`src/rtl/stok_pkg.sv`:
```
`default_nettype none

package stok_pkg;

    localparam logic [7:0] CHAR_NUL   = 8'h00;
    localparam logic [7:0] CHAR_NL    = 8'h0A;
    localparam logic [7:0] CHAR_SPACE = 8'h20;
    localparam logic [7:0] CHAR_QUOTE = 8'h22;
    localparam logic [7:0] CHAR_SLASH = 8'h2F;

    localparam int QUEUE_DEPTH = 4;
    localparam int QUEUE_AW    = $clog2(QUEUE_DEPTH);
    localparam int QUEUE_CW    = $clog2(QUEUE_DEPTH + 1);

    typedef enum logic [4:0] {
        MODE_SKIP    = 5'b00001,
        MODE_SLASH   = 5'b00010,
        MODE_COMMENT = 5'b00100,
        MODE_QUOTED  = 5'b01000,
        MODE_WORD    = 5'b10000
    } mode_t;

    typedef struct packed {
        logic [7:0] token_byte;
        logic       byte_valid;
        logic       token_end;
        logic       data_end;
    } result_t;

    // One entry per input word that produces output. A two-result entry is
    // always a held slash followed by an ordinary word byte.
    typedef struct packed {
        logic       two;
        result_t    first;
        logic [7:0] second_byte;
    } step_t;

endpackage

`default_nettype wire

```
`src/rtl/script_tokenizer_core.sv`:
```
// Streaming text tokenizer. Bytes enter on the char channel (char_in with
// char_valid/char_ready) and token results leave on the result channel
// (token_byte, byte_valid, token_end, data_end, last_of_step with
// result_valid/result_ready). Each word is accepted when valid and ready are
// both high at a rising edge of clk.
// The classifier updates the scan mode for each accepted byte and writes its
// results, if any, into a four-entry queue. The first result of a byte passes
// through a queue entry and then the output register. The classifier accepts
// one byte every cycle while the queue has room; the output register delivers
// one result per cycle while the receiver is ready, so a slash that opens a
// word, which yields two results, delivers both from a single queue entry.
// Bytes that yield no result (whitespace, comment text) never reach the
// queue.
// When the receiver stalls, the output register holds its result and the
// queue fills; char_ready falls once all four entries are taken.
// Reset (rst_n low, asynchronous) empties the queue and the output register
// and returns the scan mode to skipping whitespace. A NUL byte ends the
// data and returns the scan mode to skipping whitespace as well.
`default_nettype none

module script_tokenizer_core (
    input  wire logic       clk,
    input  wire logic       rst_n,
    input  wire logic [7:0] char_in,
    input  wire logic       char_valid,
    output logic            char_ready,
    output logic [7:0]      token_byte,
    output logic            byte_valid,
    output logic            token_end,
    output logic            data_end,
    output logic            last_of_step,
    output logic            result_valid,
    input  wire logic       result_ready
);

    logic            queue_full;
    logic            queue_empty;
    logic            push;
    logic            pop;
    stok_pkg::step_t push_step;
    stok_pkg::step_t head_step;

    stok_front u_front (
        .clk        (clk),
        .rst_n      (rst_n),
        .char_in    (char_in),
        .char_valid (char_valid),
        .char_ready (char_ready),
        .queue_full (queue_full),
        .push       (push),
        .step       (push_step)
    );

    stok_queue u_queue (
        .clk     (clk),
        .rst_n   (rst_n),
        .wr_en   (push),
        .wr_data (push_step),
        .full    (queue_full),
        .rd_en   (pop),
        .rd_data (head_step),
        .empty   (queue_empty)
    );

    stok_back u_back (
        .clk          (clk),
        .rst_n        (rst_n),
        .head         (head_step),
        .head_empty   (queue_empty),
        .pop          (pop),
        .result_valid (result_valid),
        .result_ready (result_ready),
        .token_byte   (token_byte),
        .byte_valid   (byte_valid),
        .token_end    (token_end),
        .data_end     (data_end),
        .last_of_step (last_of_step)
    );

endmodule

`default_nettype wire

```
`src/rtl/stok_front.sv`:
```
`default_nettype none

module stok_front (
    input  wire logic           clk,
    input  wire logic           rst_n,
    input  wire logic [7:0]     char_in,
    input  wire logic           char_valid,
    output logic                char_ready,
    input  wire logic           queue_full,
    output logic                push,
    output stok_pkg::step_t     step
);

    stok_pkg::mode_t mode_reg;
    stok_pkg::mode_t mode_next;
    logic            has_result;
    logic            accept;
    logic            is_nul;
    logic            is_space;

    assign char_ready = !queue_full;
    assign accept     = char_valid && char_ready;
    assign is_nul     = (char_in == stok_pkg::CHAR_NUL);
    assign is_space   = (char_in <= stok_pkg::CHAR_SPACE);
    assign push       = accept && has_result;

    always_comb
    begin
        mode_next              = mode_reg;
        has_result             = 1'b0;
        step.two               = 1'b0;
        step.first.token_byte  = 8'h00;
        step.first.byte_valid  = 1'b0;
        step.first.token_end   = 1'b0;
        step.first.data_end    = 1'b0;
        step.second_byte       = char_in;
        case (mode_reg)
            stok_pkg::MODE_SLASH:
            begin
                if (char_in == stok_pkg::CHAR_SLASH)
                begin
                    mode_next = stok_pkg::MODE_COMMENT;
                end
                else
                begin
                    has_result            = 1'b1;
                    step.first.token_byte = stok_pkg::CHAR_SLASH;
                    step.first.byte_valid = 1'b1;
                    if (is_space)
                    begin
                        step.first.token_end = 1'b1;
                        step.first.data_end  = is_nul;
                        mode_next            = stok_pkg::MODE_SKIP;
                    end
                    else
                    begin
                        step.two  = 1'b1;
                        mode_next = stok_pkg::MODE_WORD;
                    end
                end
            end
            stok_pkg::MODE_COMMENT:
            begin
                if (is_nul)
                begin
                    has_result          = 1'b1;
                    step.first.data_end = 1'b1;
                    mode_next           = stok_pkg::MODE_SKIP;
                end
                else if (char_in == stok_pkg::CHAR_NL)
                begin
                    mode_next = stok_pkg::MODE_SKIP;
                end
            end
            stok_pkg::MODE_QUOTED:
            begin
                has_result = 1'b1;
                if (is_nul || char_in == stok_pkg::CHAR_QUOTE)
                begin
                    step.first.token_end = 1'b1;
                    step.first.data_end  = is_nul;
                    mode_next            = stok_pkg::MODE_SKIP;
                end
                else
                begin
                    step.first.token_byte = char_in;
                    step.first.byte_valid = 1'b1;
                end
            end
            stok_pkg::MODE_WORD:
            begin
                has_result = 1'b1;
                if (is_space)
                begin
                    step.first.token_end = 1'b1;
                    step.first.data_end  = is_nul;
                    mode_next            = stok_pkg::MODE_SKIP;
                end
                else
                begin
                    step.first.token_byte = char_in;
                    step.first.byte_valid = 1'b1;
                end
            end
            default:
            begin
                mode_next = stok_pkg::MODE_SKIP;
                if (is_nul)
                begin
                    has_result          = 1'b1;
                    step.first.data_end = 1'b1;
                end
                else if (is_space)
                begin
                    mode_next = stok_pkg::MODE_SKIP;
                end
                else if (char_in == stok_pkg::CHAR_SLASH)
                begin
                    mode_next = stok_pkg::MODE_SLASH;
                end
                else if (char_in == stok_pkg::CHAR_QUOTE)
                begin
                    mode_next = stok_pkg::MODE_QUOTED;
                end
                else
                begin
                    has_result            = 1'b1;
                    step.first.token_byte = char_in;
                    step.first.byte_valid = 1'b1;
                    mode_next             = stok_pkg::MODE_WORD;
                end
            end
        endcase
    end

    always_ff @(posedge clk or negedge rst_n)
    begin
        if (!rst_n)
        begin
            mode_reg <= stok_pkg::MODE_SKIP;
        end
        else if (accept)
        begin
            mode_reg <= mode_next;
        end
    end

endmodule

`default_nettype wire

```
`src/rtl/stok_queue.sv`:
```
`default_nettype none

module stok_queue (
    input  wire logic            clk,
    input  wire logic            rst_n,
    input  wire logic            wr_en,
    input  wire stok_pkg::step_t wr_data,
    output logic                 full,
    input  wire logic            rd_en,
    output stok_pkg::step_t      rd_data,
    output logic                 empty
);

    stok_pkg::step_t                   entry_reg [stok_pkg::QUEUE_DEPTH];
    logic [stok_pkg::QUEUE_AW-1:0]     wr_ptr_reg;
    logic [stok_pkg::QUEUE_AW-1:0]     rd_ptr_reg;
    logic [stok_pkg::QUEUE_CW-1:0]     count_reg;
    logic [stok_pkg::QUEUE_CW-1:0]     count_next;
    logic                              do_wr;
    logic                              do_rd;

    assign full    = (count_reg == stok_pkg::QUEUE_CW'(stok_pkg::QUEUE_DEPTH));
    assign empty   = (count_reg == '0);
    assign do_wr   = wr_en && !full;
    assign do_rd   = rd_en && !empty;
    assign rd_data = entry_reg[rd_ptr_reg];

    always_comb
    begin
        count_next = count_reg;
        if (do_wr && !do_rd)
        begin
            count_next = count_reg + 1'b1;
        end
        else if (do_rd && !do_wr)
        begin
            count_next = count_reg - 1'b1;
        end
    end

    always_ff @(posedge clk or negedge rst_n)
    begin
        if (!rst_n)
        begin
            wr_ptr_reg <= '0;
            rd_ptr_reg <= '0;
            count_reg  <= '0;
        end
        else
        begin
            if (do_wr)
            begin
                wr_ptr_reg <= wr_ptr_reg + 1'b1;
            end
            if (do_rd)
            begin
                rd_ptr_reg <= rd_ptr_reg + 1'b1;
            end
            count_reg <= count_next;
        end
    end

    always_ff @(posedge clk)
    begin
        if (do_wr)
        begin
            entry_reg[wr_ptr_reg] <= wr_data;
        end
    end

endmodule

`default_nettype wire

```
`src/rtl/stok_back.sv`:
```
`default_nettype none

module stok_back (
    input  wire logic            clk,
    input  wire logic            rst_n,
    input  wire stok_pkg::step_t head,
    input  wire logic            head_empty,
    output logic                 pop,
    output logic                 result_valid,
    input  wire logic            result_ready,
    output logic [7:0]           token_byte,
    output logic                 byte_valid,
    output logic                 token_end,
    output logic                 data_end,
    output logic                 last_of_step
);

    logic             valid_reg;
    logic             half_reg;
    logic             half_next;
    stok_pkg::result_t res_reg;
    stok_pkg::result_t res_next;
    logic             last_reg;
    logic             last_next;
    logic             load;

    assign load = (!valid_reg || result_ready) && !head_empty;

    always_comb
    begin
        res_next  = head.first;
        last_next = 1'b1;
        half_next = 1'b0;
        pop       = load;
        if (head.two && !half_reg)
        begin
            last_next = 1'b0;
            half_next = 1'b1;
            pop       = 1'b0;
        end
        else if (head.two)
        begin
            res_next.token_byte = head.second_byte;
            res_next.byte_valid = 1'b1;
            res_next.token_end  = 1'b0;
            res_next.data_end   = 1'b0;
        end
    end

    always_ff @(posedge clk or negedge rst_n)
    begin
        if (!rst_n)
        begin
            valid_reg <= 1'b0;
            half_reg  <= 1'b0;
        end
        else
        begin
            if (load)
            begin
                valid_reg <= 1'b1;
                half_reg  <= half_next;
            end
            else if (result_ready)
            begin
                valid_reg <= 1'b0;
            end
        end
    end

    always_ff @(posedge clk)
    begin
        if (load)
        begin
            res_reg  <= res_next;
            last_reg <= last_next;
        end
    end

    assign result_valid = valid_reg;
    assign token_byte   = res_reg.token_byte;
    assign byte_valid   = res_reg.byte_valid;
    assign token_end    = res_reg.token_end;
    assign data_end     = res_reg.data_end;
    assign last_of_step = last_reg;

endmodule

`default_nettype wire

```
`config.mk`:
```
export PLATFORM = sky130hd
export DESIGN_NAME = script_tokenizer_core
export DESIGN_NICKNAME = d
export VERILOG_FILES = /design/src/rtl/stok_pkg.sv /design/src/rtl/script_tokenizer_core.sv /design/src/rtl/stok_front.sv /design/src/rtl/stok_queue.sv /design/src/rtl/stok_back.sv
export SDC_FILE = /design/constraint.sdc
export NUM_CORES = 1
export LEC_CHECK = 0
export BUFFER_PORTS_ARGS = -buffer_cell sky130_fd_sc_hd__buf_2
export CAP_MARGIN = 30
export CORE_UTILIZATION = 60
export DETAILED_ROUTE_END_ITERATION = 10
export PLACE_DENSITY = 0.79
export SYNTH_ARGS = -nofsm -noshare
export SYNTH_HDL_FRONTEND = slang
export SYNTH_SLANG_ARGS = --single-unit
```
`constraint.sdc`:
```
create_clock -name clk -period 4 [get_ports clk]
set_input_delay 0.4 -clock clk [delete_from_list [all_inputs] [get_ports clk]]
set_output_delay 0.4 -clock clk [all_outputs]
set_load 0.02 [all_outputs]
```
==> results.md, run 1 <==
* Status: completed
* WL/cell at 18.8 µm
* Largest net degree at the start of global routing at 23
* Post-Syn Area at 4700 µm²
* Slew HR at 46.3%
* Number of I/O pins at 26
* Post-CTS Setup Inserts at 0
* Req. time, crit path at 4280 ps
* Max Cap Viol at 0
* Row count at 31
* Synth top cells by count: edfxtp_1 (92), mux2i_1 (42), nand2_1 (20)
* Most common cell in the netlist: edfxtp_1
* Power Total at 3.68 mW
* Clk_skew at 11.4 ps
* Die area at 8190 µm²
* Root Buffer: clkbuf_8
* Vias in the first global route at 2,590
* Final hold viol count at 0
* Post-Route WL at 8180 µm
* Minimum clock period at 3230 ps
* Critical path arrival at 3520 ps
* R2R Path Start: u_front.mode_reg[4]$_DFFE_PN0P_
* H-tree depth at 3
* Top cell type's share of synthesized area at 58.8%
* Seq/Total Area, Yosys at 66.3%
* Syn_nets at 320
* CP startpoint: u_front.mode_reg[4]$_DFFE_PN0P_
* IO Port Bufs at 25
* Antenna diode count at 0
* DIE WIDTH at 90.5 µm
* Synth Register Bits at 106
* HP Class: input port to flop
* Crit path kind: flop to flop
* Max FFs per register at 80
* Antenna violations before repair at 0
* Dpl hpwl at 5390 µm
* Total grt overflow at 0
* Vias/cell at 5.92
* Post_cts resized at 0
* Final slew viol count at 0
* Initial DRC Count at 110
* Critical Path Source Type: flop
* CTS max path bufs at 2
* DRC Markers at 0
* Worst Tran Pin Value at 803 ps
* Hold_sp: result_ready
* RSZ-0062 raised after global routing: false
* TritonCTS Buffers at 9
* Detailed Routing Iterations Pass 1 at 4
* Static leakage at 1.98 nW
* Reg clk slew, reported paths at 90 ps
* Worst VDD drop at 0.297 mV
* Synth Instances at 302
* Final worst-path cycle share at 80.8%
* Die Ht at 90.5 µm
* Tot GR Track Use at 22.0%
* Pwr/cell area at 721 nW/µm²
* First-pass GRT wire length at 13,400 µm
* Synth Flop Type: edfxtp_1
* Yosys cell types at 49
* Finish-stage setup viols at 0
* Detailed-route via count at 2,568
* CTS tree: done
* Post-synthesis average cell area at 15.6 µm²
* Clock sink total at 106
* Crit-path max FO at 9
* Starting density of the core at 63.4%
* Synth area leader: edfxtp_1
* Routability-driven placement congestion ratio at 0.890
* Yosys warning count at 0
* Sum Neg Setup Slack at 0 ps
* CP endpoint kind: flop
* Post-DRT Antenna Nets at 0
* Fillers at 506
* Clock latency on the worst-skew pair at 360 ps
* Synth async-reset ratio at 13.2%
* Core Box Area at 7410 µm²
* EDFF count, synth at 92
* Hold Slack at 228 ps
* FMAX at 0.309 GHz
* Area growth, synth to finish at 8.82%
* Number of nets in the layout at 348
* Synth area leaders: edfxtp_1 (59%), mux2i_1 (9.0%), dfrtp_1 (6.9%)
* Cts hold-fix bufs at 1
* Share of cells above drive strength 1 at 24.2%
==> critical path: stages, from the launching register on <==
cell      delay [ps]
dfrtp_1          480
or4b_4           600
a211oi_4         360
a21oi_2           80
a311oi_4         460
ha_1             260
inv_1             70
fa_1             430
xor2_1           150
nor2_1           110
xor2_1           160
==> layout by cell type (no fill, tap or decap), types with 2 or more instances in the layout <==
cell type	count
mux2i_1	42
o21ai_0	5
edfxtp_1	92
xor2_1	3
buf_4	4
mux2_2	7
and2_1	4
mux4_2	4
a21oi_1	5
xnor2_1	7
dfrtp_1	13
and2_2	6
nand3_1	11
buf_2	25
nor2b_1	2
inv_1	7
a21o_2	6
nand2_1	20
ha_1	5
o211a_1	8
clkinvlp_4	2
nor2_1	7
clkinv_2	2
nor4_1	4
o31ai_1	2
nor3_1	6
clkbuf_8	9
==> final timing paths <==
check / slack, ps / end / depth (start not counted)
setup / recovery: 770 / u_queue.count_reg[2]$_DFFE_PN0P_ / 10
hold / removal: 230 / u_back.result_valid$_DFFE_PN0P_ / 2
max in group asynchronous: 3260 / u_front.mode_reg[0]$_DFFE_PN1P_ / 2
setup reg to reg: 770 / u_queue.count_reg[2]$_DFFE_PN0P_ / 10
hold reg to reg: 510 / u_queue.count_reg[2]$_DFFE_PN0P_ / 1
min in group asynchronous: 460 / u_queue.count_reg[1]$_DFFE_PN0P_ / 2
==> routing by layer <==
metal	track usage [%]	part of all wire, %	up-vias	wire, µm
li1	-	-	1201	-
met5	0	0	-	0
met4	8.06	0.81	0	66
met2	34.7	49	71	3970
met1	30.1	45	1292	3680
met3	4.80	5.6	4	458
==> through the flow <==
stage,cell area [µm²],setup WS [ps],utilization [%],std cells
6_report,5110,768,69.0,434
2_1_floorplan,4700,1020,-,302
5_1_grt,5110,602,69.0,434
3_3_place_gp,4910,870,66.2,417
4_1_cts,5110,777,69.0,434
3_5_place_dp,4910,753,66.2,417
==> kinds of logic (layout without fill, tap and decap cells) <==
kind of cell / count (synthesis) / after routing / share of synthesized area [%]
AOI/OAI and AO/OA: 35 / 35 / 6.53
xor gates and xnor gates: 10 / 10 / 1.86
adders and majority gates: 6 / 6 / 1.76
buffers and inverters: 20 / 53 / 2.02
DFF: 106 / 106 / 66.3
muxes: 54 / 54 / 12.9
and+or+nand+nor: 71 / 71 / 8.66
==> where the power goes <==
| group | switching [mW] | total [mW] | internal (mW) |
|---|---|---|---|
| Combinational | 0.773 | 1.32 | 0.551 |
| Sequential | 0.131 | 1.72 | 1.59 |
| Clock | 0.351 | 0.643 | 0.292 |
==> final cells by class <==
class | count | area [µm²] | share of cell area, %
Clock buffer | 10 | 128 | 2.50
Clock inverter | 6 | 66.3 | 1.30
Inverter | 7 | 26.3 | 0.514
Multi-Input combinational cell | 176 | 1490 | 29.1
Sequential cell | 106 | 3110 | 60.9
Tap cell | 99 | 124 | 2.42
Timing Repair Buffer | 30 | 165 | 3.23
(Power assumes the default switching activity.)
==> inputs of run 2 (changes only) <==
Settings changed: ABC_AREA from default to 1, CORE_UTILIZATION 60 to 55, PLACE_DENSITY 0.79 to 0.76.
Clock period 4 ns to 2.7 ns, I/O delays scaled along.
==> results.md, run 2 <==
* R2R Path Start: u_front.mode_reg[2]$_DFFE_PN0P_
* Post-CTS Setup Inserts at 0 (unchanged)
* Antenna violations before repair at 0 (unchanged)
* Most frequent cells in the layout: edfxtp_1 (92), nor2_1 (63), nand2_1 (44)
* CTS max path bufs at 2 (unchanged)
* Clock share of power at 15.9% (-1.5 points)
* Fin util at 62.4% (-6.6 points)
* Row count at 33 (+6.5%)
* Reg clk slew, reported paths at 100 ps (about the same)
* Crit-path max FO at 7 (-2)
* Synth Register Bits at 106 (unchanged)
* Total grt overflow at 0 (unchanged)
* Share of power burned in registers at 45.9% (-0.7 points)
* Detailed Routing Iterations Pass 1 at 5 (+1)
* CP endpoint kind: flop
* H-tree depth at 3 (unchanged)
* Req. time, crit path at 2940 ps (-1340 ps)
* CTS tree: done
* Post-Route WL at 8990 µm (+9.9%)
* Crit path kind: flop to flop
* Worst VDD drop at 0.389 mV (+31%)
* Routability-driven placement congestion ratio at 0.950 (+6.8%)
* Vias in the first global route at 3,021 (+17%)
* Min setup slack post-route at 256 ps (-512 ps)
* Finish-stage setup viols at 0 (unchanged)
* Static leakage at 2.02 nW (+2.0%)
* Synth area leader: edfxtp_1
* Synth top cells by count: edfxtp_1 (92), nor2_1 (66), nand2_1 (46)
* Largest net degree at the start of global routing at 39 (+70%)
* Slew HR at 69.7% (+23 points)
* Core Box Area at 8260 µm² (+11%)
* WL/cell at 16.5 µm (-12%)
* Yosys warning count at 0 (unchanged)
* Minimum clock period at 2440 ps (-788 ps)
* Pwr/cell area at 1070 nW/µm² (+49%)
* Most common cell in the netlist: edfxtp_1
* Critical Path Source Type: flop
* Die area at 8910 µm² (+8.8%)
* Top cell type's share of synthesized area at 58.8% (about the same)
* HP Class: input port to flop
* Max FFs per register at 80 (unchanged)
* Post-Syn Area at 4690 µm² (about the same)
* Worst Tran Pin Value at 453 ps (-350 ps)
* Post-DRT Antenna Nets at 0 (unchanged)
* First-pass GRT wire length at 14,800 µm (+11%)
* Switching Fraction at 38.7% (+4.7 points)
* Combinational power share at 38.2% (+2.3 points)
* Placed cells at 527 (+26%)
* Post-synthesis average cell area at 11.7 µm² (-25%)
* Final hold viol count at 0 (unchanged)
* Hold_sp: result_ready
* Layout Cells excl Fill at 544 (+25%)
* Area growth, synth to finish at 9.75%
* Starting density of the core at 56.8% (-6.6 points)
* Clk_skew at 8.32 ps (-3.10 ps)
* Root Buffer: clkbuf_8
* EDFF count, synth at 92 (unchanged)
* Synth Flop Type: edfxtp_1
* DRC Markers at 0 (unchanged)
* Initial DRC Count at 181 (+65%)
* R2R Setup Slk at 260 ps (-510 ps)
* Final slew viol count at 0 (unchanged)
* Share of cells above drive strength 1 at 18.0% (-6.2 points)
* FMAX at 0.409 GHz (+32%)
* Number of nets in the layout at 452 (+30%)
* Critical path arrival at 2690 ps (-830 ps)
* Critical Path Sink: u_queue.count_reg[2]$_DFFE_PN0P_
* Internal Power at 3.38 mW (+39%)
* CP startpoint: u_front.mode_reg[2]$_DFFE_PN0P_
* Seq/Total Area, Yosys at 66.3% (about the same)
* Tot GR Track Use at 22.6% (+0.60 points)
* DIE WIDTH at 94.4 µm (+4.3%)
* Yosys cell types at 34 (-31%)
* Clock sink total at 106 (unchanged)
* Final worst-path cycle share at 90.5% (+9.7 points)
* Worst R2R End: u_queue.count_reg[2]$_DFFE_PN0P_
* Status: completed
* Setup WS pre-CTS at 214 ps (-539 ps)
* Clock latency on the worst-skew pair at 360 ps (about the same)
* Hold path cells at 2 (unchanged)
* Number of I/O pins at 26 (unchanged)
* Dpl hpwl at 5810 µm (+7.8%)
* Max Cap Viol at 0 (unchanged)
* TritonCTS Buffers at 9 (unchanged)
* Synth area leaders: edfxtp_1 (59%), dfrtp_1 (6.9%), nor2_1 (5.3%)
* Die Ht at 94.4 µm (+4.3%)
* Synth Instances at 401 (+33%)
* Detailed-route via count at 3,075 (+20%)
* Vias/cell at 5.65 (-4.5%)
* Antenna diode count at 0 (unchanged)
* Syn_nets at 419 (+31%)
* Total net switching power at 2.14 mW (+70%)
* IO Port Bufs at 25 (unchanged)
* Synth async-reset ratio at 13.2% (unchanged)
* Register-to-Register Path Depth at 13 (+3)
* Most common cell after layout, fill and taps aside: edfxtp_1
run 2: changes by cell type after synthesis, moves of 7 or more:
cell	change
o211a_1	-8
mux2_2	-7
nand2_1	+26
o32ai_1	+10
o21ai_0	+30
nor2_1	+59
inv_1	+36
mux2i_1	-33
o221ai_1	+8
run 2: kinds of logic (layout without fill, tap and decap cells):
logic type	count (synthesis)	after routing	share of synthesized area, %
simple gates	149	149	14.9
buf+inv	59	97	5.09
xor+xnor	3	3	0.560
mux	9	9	1.92
compound gates	69	69	9.46
flops	106	106	66.3
fa+ha+maj	6	6	1.76
run 2: layout make-up:
type / count / area (µm²)
sequential: 106 / 3110
fill: 631 / 3110
multi-input combinational: 236 / 1350
timing repair buffer: 35 / 203
inverter: 46 / 173
tap: 105 / 131
clock buffer: 10 / 128
clock inverter: 6 / 50.0
run 2: stage by stage:
step	power [mW]	hold slack [ps]	TNS (ps)	instance area [µm²]
floorplan	4.07	-25.6	0	4690
global placement	4.59	186	0	4950
detailed placement	4.69	191	0	4950
CTS	5.56	75.0	0	5140
global route	5.91	86.9	-15.8	5150
finish	5.52	86.9	0	5150
run 2: power groups by stage:
stage | clock network, mW | logic [mW] | registers, mW
after floorplan | 0 | 1.39 | 2.68
after global placement | 0 | 2.04 | 2.55
after detailed placement | 0 | 2.11 | 2.57
after CTS | 0.902 | 2.12 | 2.53
after global routing | 0.963 | 2.37 | 2.57
final | 0.879 | 2.11 | 2.53
run 2: what timing repair did:
action,CTS,global route
hold buffers,1,0
resized for setup,0,4
endpoints found under the hold margin,13,0
setup endpoints to repair,0,1
run 2: critical path, stage by stage, from the launching register on:
cell     delay [ps]
dfrtp_1         440
nor2_2          150
nand3_1         170
inv_1           100
nand2_2         110
nand4_2         140
nand3_4         120
inv_1            70
ha_1            130
inv_1            70
fa_1            430
a21oi_1         140
o21ai_0         110
xor2_1          150
run 2: how the worst min path moves through the flow:
stage	slack, ps	to
final	90	u_back.result_valid$_DFFE_PN0P_
after global placement	190	u_front.mode_reg[3]$_DFFE_PN0P_
after global routing	90	u_back.result_valid$_DFFE_PN0P_
after detailed placement	190	u_front.mode_reg[3]$_DFFE_PN0P_
after CTS	80	u_back.result_valid$_DFFE_PN0P_
after floorplan	-30	u_back.half_reg$_DFFE_PN0P_
run 2: metal layers:
metal	track usage (%)	part of all wire, %
met1	29.5	45
met2	38.5	50
met3	2.90	3.9
met4	8.59	1.3
met5	0	0
==> inputs of run 3 (changes only) <==
Settings changed: SYNTH_HIERARCHICAL from default to 1.
==> results.md, run 3 <==
* Status: completed
* Initial DRC Count at 199 (+9.9%)
* R2R Path Start: u_front/mode_reg[2]$_DFFE_PN0P_
* Clock latency on the worst-skew pair at 360 ps (about the same)
* Synth top cells by count: nand2_1 (140), edfxtp_1 (92), inv_1 (81)
* Synth Flop Type: edfxtp_1
* Synth area leader: edfxtp_1
* Largest net degree at the start of global routing at 77 (+97%)
* FMAX at 0.396 GHz (-3.2%)
* EDFF count, synth at 92 (unchanged)
* Final hold viol count at 0 (unchanged)
* Fin util at 63.0% (+0.64 points)
* Min setup slack post-route at 174 ps (-81.5 ps)
* R2R Setup Slk at 170 ps (-80 ps)
* Worst Hold Endpoint: u_queue/entry_reg[0][7]$_DFFE_PP_
* First-pass GRT wire length at 15,800 µm (+6.7%)
* H-tree depth at 3 (unchanged)
* Critical Path Source Type: flop
* Post-synthesis average cell area at 10.4 µm² (-11%)
* Clk_skew at 11.5 ps (+3.15 ps)
* Detailed-route via count at 3,390 (+10%)
* Root Buffer: clkbuf_8
* Total grt overflow at 0 (unchanged)
* Crit path kind: flop to flop
* Die Ht at 98.8 µm (+4.7%)
* Routability-driven placement congestion ratio at 0.914 (-3.8%)
* Max FFs per register at 80 (unchanged)
* Max Cap Viol at 0 (unchanged)
* Pwr/cell area at 1020 nW/µm² (-4.7%)
* Worst VDD drop at 0.740 mV (+90%)
* WL/cell at 15.2 µm (-8.2%)
* Worst R2R End: u_queue/count_reg[2]$_DFFE_PN0P_
* Row count at 34 (+3.0%)
* Post-Route WL at 9720 µm (+8.1%)
* Area growth, synth to finish at 8.74%
* Most frequent cells in the layout: nand2_1 (140), edfxtp_1 (92), inv_1 (81)
* Slew HR at 50.2% (-20 points)
* Die area at 9760 µm² (+9.6%)
* Critical path arrival at 2790 ps (+100 ps)
* Vias/cell at 5.29 (-6.4%)
* CTS tree: done
* Crit-path max FO at 8 (+1)
* Final worst-path cycle share at 93.5% (+3.0 points)
* Antenna violations before repair at 0 (unchanged)
* Syn_nets at 515 (+23%)
* Minimum clock period at 2530 ps (+81.5 ps)
* Synth async-reset ratio at 13.2% (unchanged)
* Seq/Total Area, Yosys at 60.4% (-5.9 points)
* Number of nets in the layout at 546 (+21%)
* Post-Syn Area at 5150 µm² (+9.8%)
* Post-DRT Antenna Nets at 0 (unchanged)
* Antenna diode count at 0 (unchanged)
* Starting density of the core at 58.0% (+1.1 points)
* Vias in the first global route at 3,412 (+13%)
* Reg clk slew, reported paths at 90 ps (about the same)
* TritonCTS Buffers at 9 (unchanged)
* Power Total at 5.73 mW (+3.7%)
* Sum Neg Setup Slack at 0 ps (unchanged)
* Hold_sp: char_in[7]
* DIE WIDTH at 98.8 µm (+4.7%)
* Worst Tran Pin Value at 747 ps (+294 ps)
* Number of I/O pins at 26 (unchanged)
* CP endpoint kind: flop
* CTS max path bufs at 2 (unchanged)
* Finish-stage setup viols at 0 (unchanged)
* Yosys cell types at 30 (-12%)
* Setup WS pre-CTS at 28.7 ps (-185 ps)
* Share of cells above drive strength 1 at 19.5% (+1.5 points)
* Static leakage at 2.46 nW (+22%)
* Clock sink total at 106 (unchanged)
* Register-to-Register Path Depth at 16 (+3)
* Yosys warning count at 6 (+6)
* Req. time, crit path at 2960 ps (+20 ps)
* Synth Instances at 497 (+24%)
* IO Port Bufs at 25 (unchanged)
* Core Box Area at 8890 µm² (+7.7%)
* DRC Markers at 0 (unchanged)
* Final slew viol count at 0 (unchanged)
* Synth Register Bits at 106 (unchanged)
* Top cell type's share of synthesized area at 53.6% (-5.2 points)
* Dpl hpwl at 6310 µm (+8.6%)
* Synth area leaders: edfxtp_1 (54%), nand2_1 (10%), dfrtp_1 (6.3%)
* Most common cell in the netlist: nand2_1
* Tot GR Track Use at 21.4% (-1.2 points)
* HP Class: input port to flop
* Most common cell after layout, fill and taps aside: nand2_1
* Hold path cells at 1 (-1)
* Detailed Routing Iterations Pass 1 at 4 (-1)
[run 3: cell types whose count changed after synthesis, sizes merged, moves of 7 or more]
cell / previous run / this run
o221ai: 9 / 0
mux2i: 9 / 0
o32ai: 10 / 0
inv: 46 / 87
o211ai: 0 / 40
nand2: 50 / 156
buf: 6 / 21
o21ai: 35 / 9
clkbuf: 7 / 0
nor2: 76 / 36
[run 3: where the power goes]
group	total [mW]	switching (mW)	leakage (nW)	internal [mW]
combinational	2.37	1.60	1.36	0.774
clock	0.857	0.525	0.0868	0.332
sequential	2.50	0.148	1.01	2.35
[run 3: final cells by class]
type / instances / area (µm²)
tap: 108 / 135
timing repair buffer: 41 / 298
clock buffer: 9 / 124
fill: 677 / 3290
sequential: 106 / 3120
inverter: 88 / 332
clock inverter: 7 / 43.8
multi-input combinational: 282 / 1550
[run 3: layer usage]
layer | up-vias | GRT usage [%] | wire, µm
met2 | 85 | 37.5 | 4880
met4 | 0 | 9.30 | 216
li1 | 1688 | - | -
met5 | - | 0 | 0
met1 | 1598 | 26.3 | 4160
met3 | 19 | 3.26 | 471
[run 3: metrics by stage]
stage                     instances  cell area, µm²  hold slack (ps)
after floorplan                 497            5150            -25.6
after global placement          617            5340              181
after detailed placement        617            5340              182
after CTS                       634            5520              144
after global routing            641            5600              153
final                           641            5600              158
[run 3: worst max-delay path by stage]
stage,start,end,slack (ps),depth (start not counted)
6_report,u_front/mode_reg[2]$_DFFE_PN0P_,u_queue/count_reg[2]$_DFFE_PN0P_,170,16
5_1_grt,u_front/mode_reg[2]$_DFFE_PN0P_,u_queue/count_reg[2]$_DFFE_PN0P_,-30,17
4_1_cts,u_front/mode_reg[2]$_DFFE_PN0P_,u_queue/count_reg[2]$_DFFE_PN0P_,50,16
3_5_place_dp,char_in[6],u_queue/count_reg[2]$_DFFE_PN0P_,30,19
3_3_place_gp,char_in[6],u_queue/count_reg[2]$_DFFE_PN0P_,160,19
2_1_floorplan,u_front/mode_reg[2]$_DFFE_PN0P_,u_queue/entry_reg[0][0]$_DFFE_PP_,20,9
[run 3: critical path: stages, from the launching register on]
cell,delay [ps]
dfrtp_2,470
nor2_4,150
nand4_1,210
nand2_4,190
nor2_8,70
nand2_2,80
nor2_2,50
nor2_4,110
nand2_1,80
inv_1,60
ha_1,150
inv_1,70
fa_1,440
nand2_1,110
nand3_1,80
nand2_1,70
nand2_1,40
[run 3: cells by family (layout without fill, tap and decap cells)]
group | count (synthesis) | count (layout) | share of synthesized area [%]
DFF | 106 | 106 | 60.4
adders and majority gates | 6 | 6 | 1.60
and+or+nand+nor | 220 | 220 | 20.1
xor gates and xnor gates | 1 | 1 | 0.170
AOI/OAI and AO/OA | 55 | 55 | 7.72
buffers and inverters | 109 | 145 | 9.95
[run 3: what timing repair did]
action,in CTS,in global routing
hold buffers,1,0
hold endpoints to repair,13,0
setup buffers,0,7
setup endpoints to repair,0,2
resized for setup,0,10
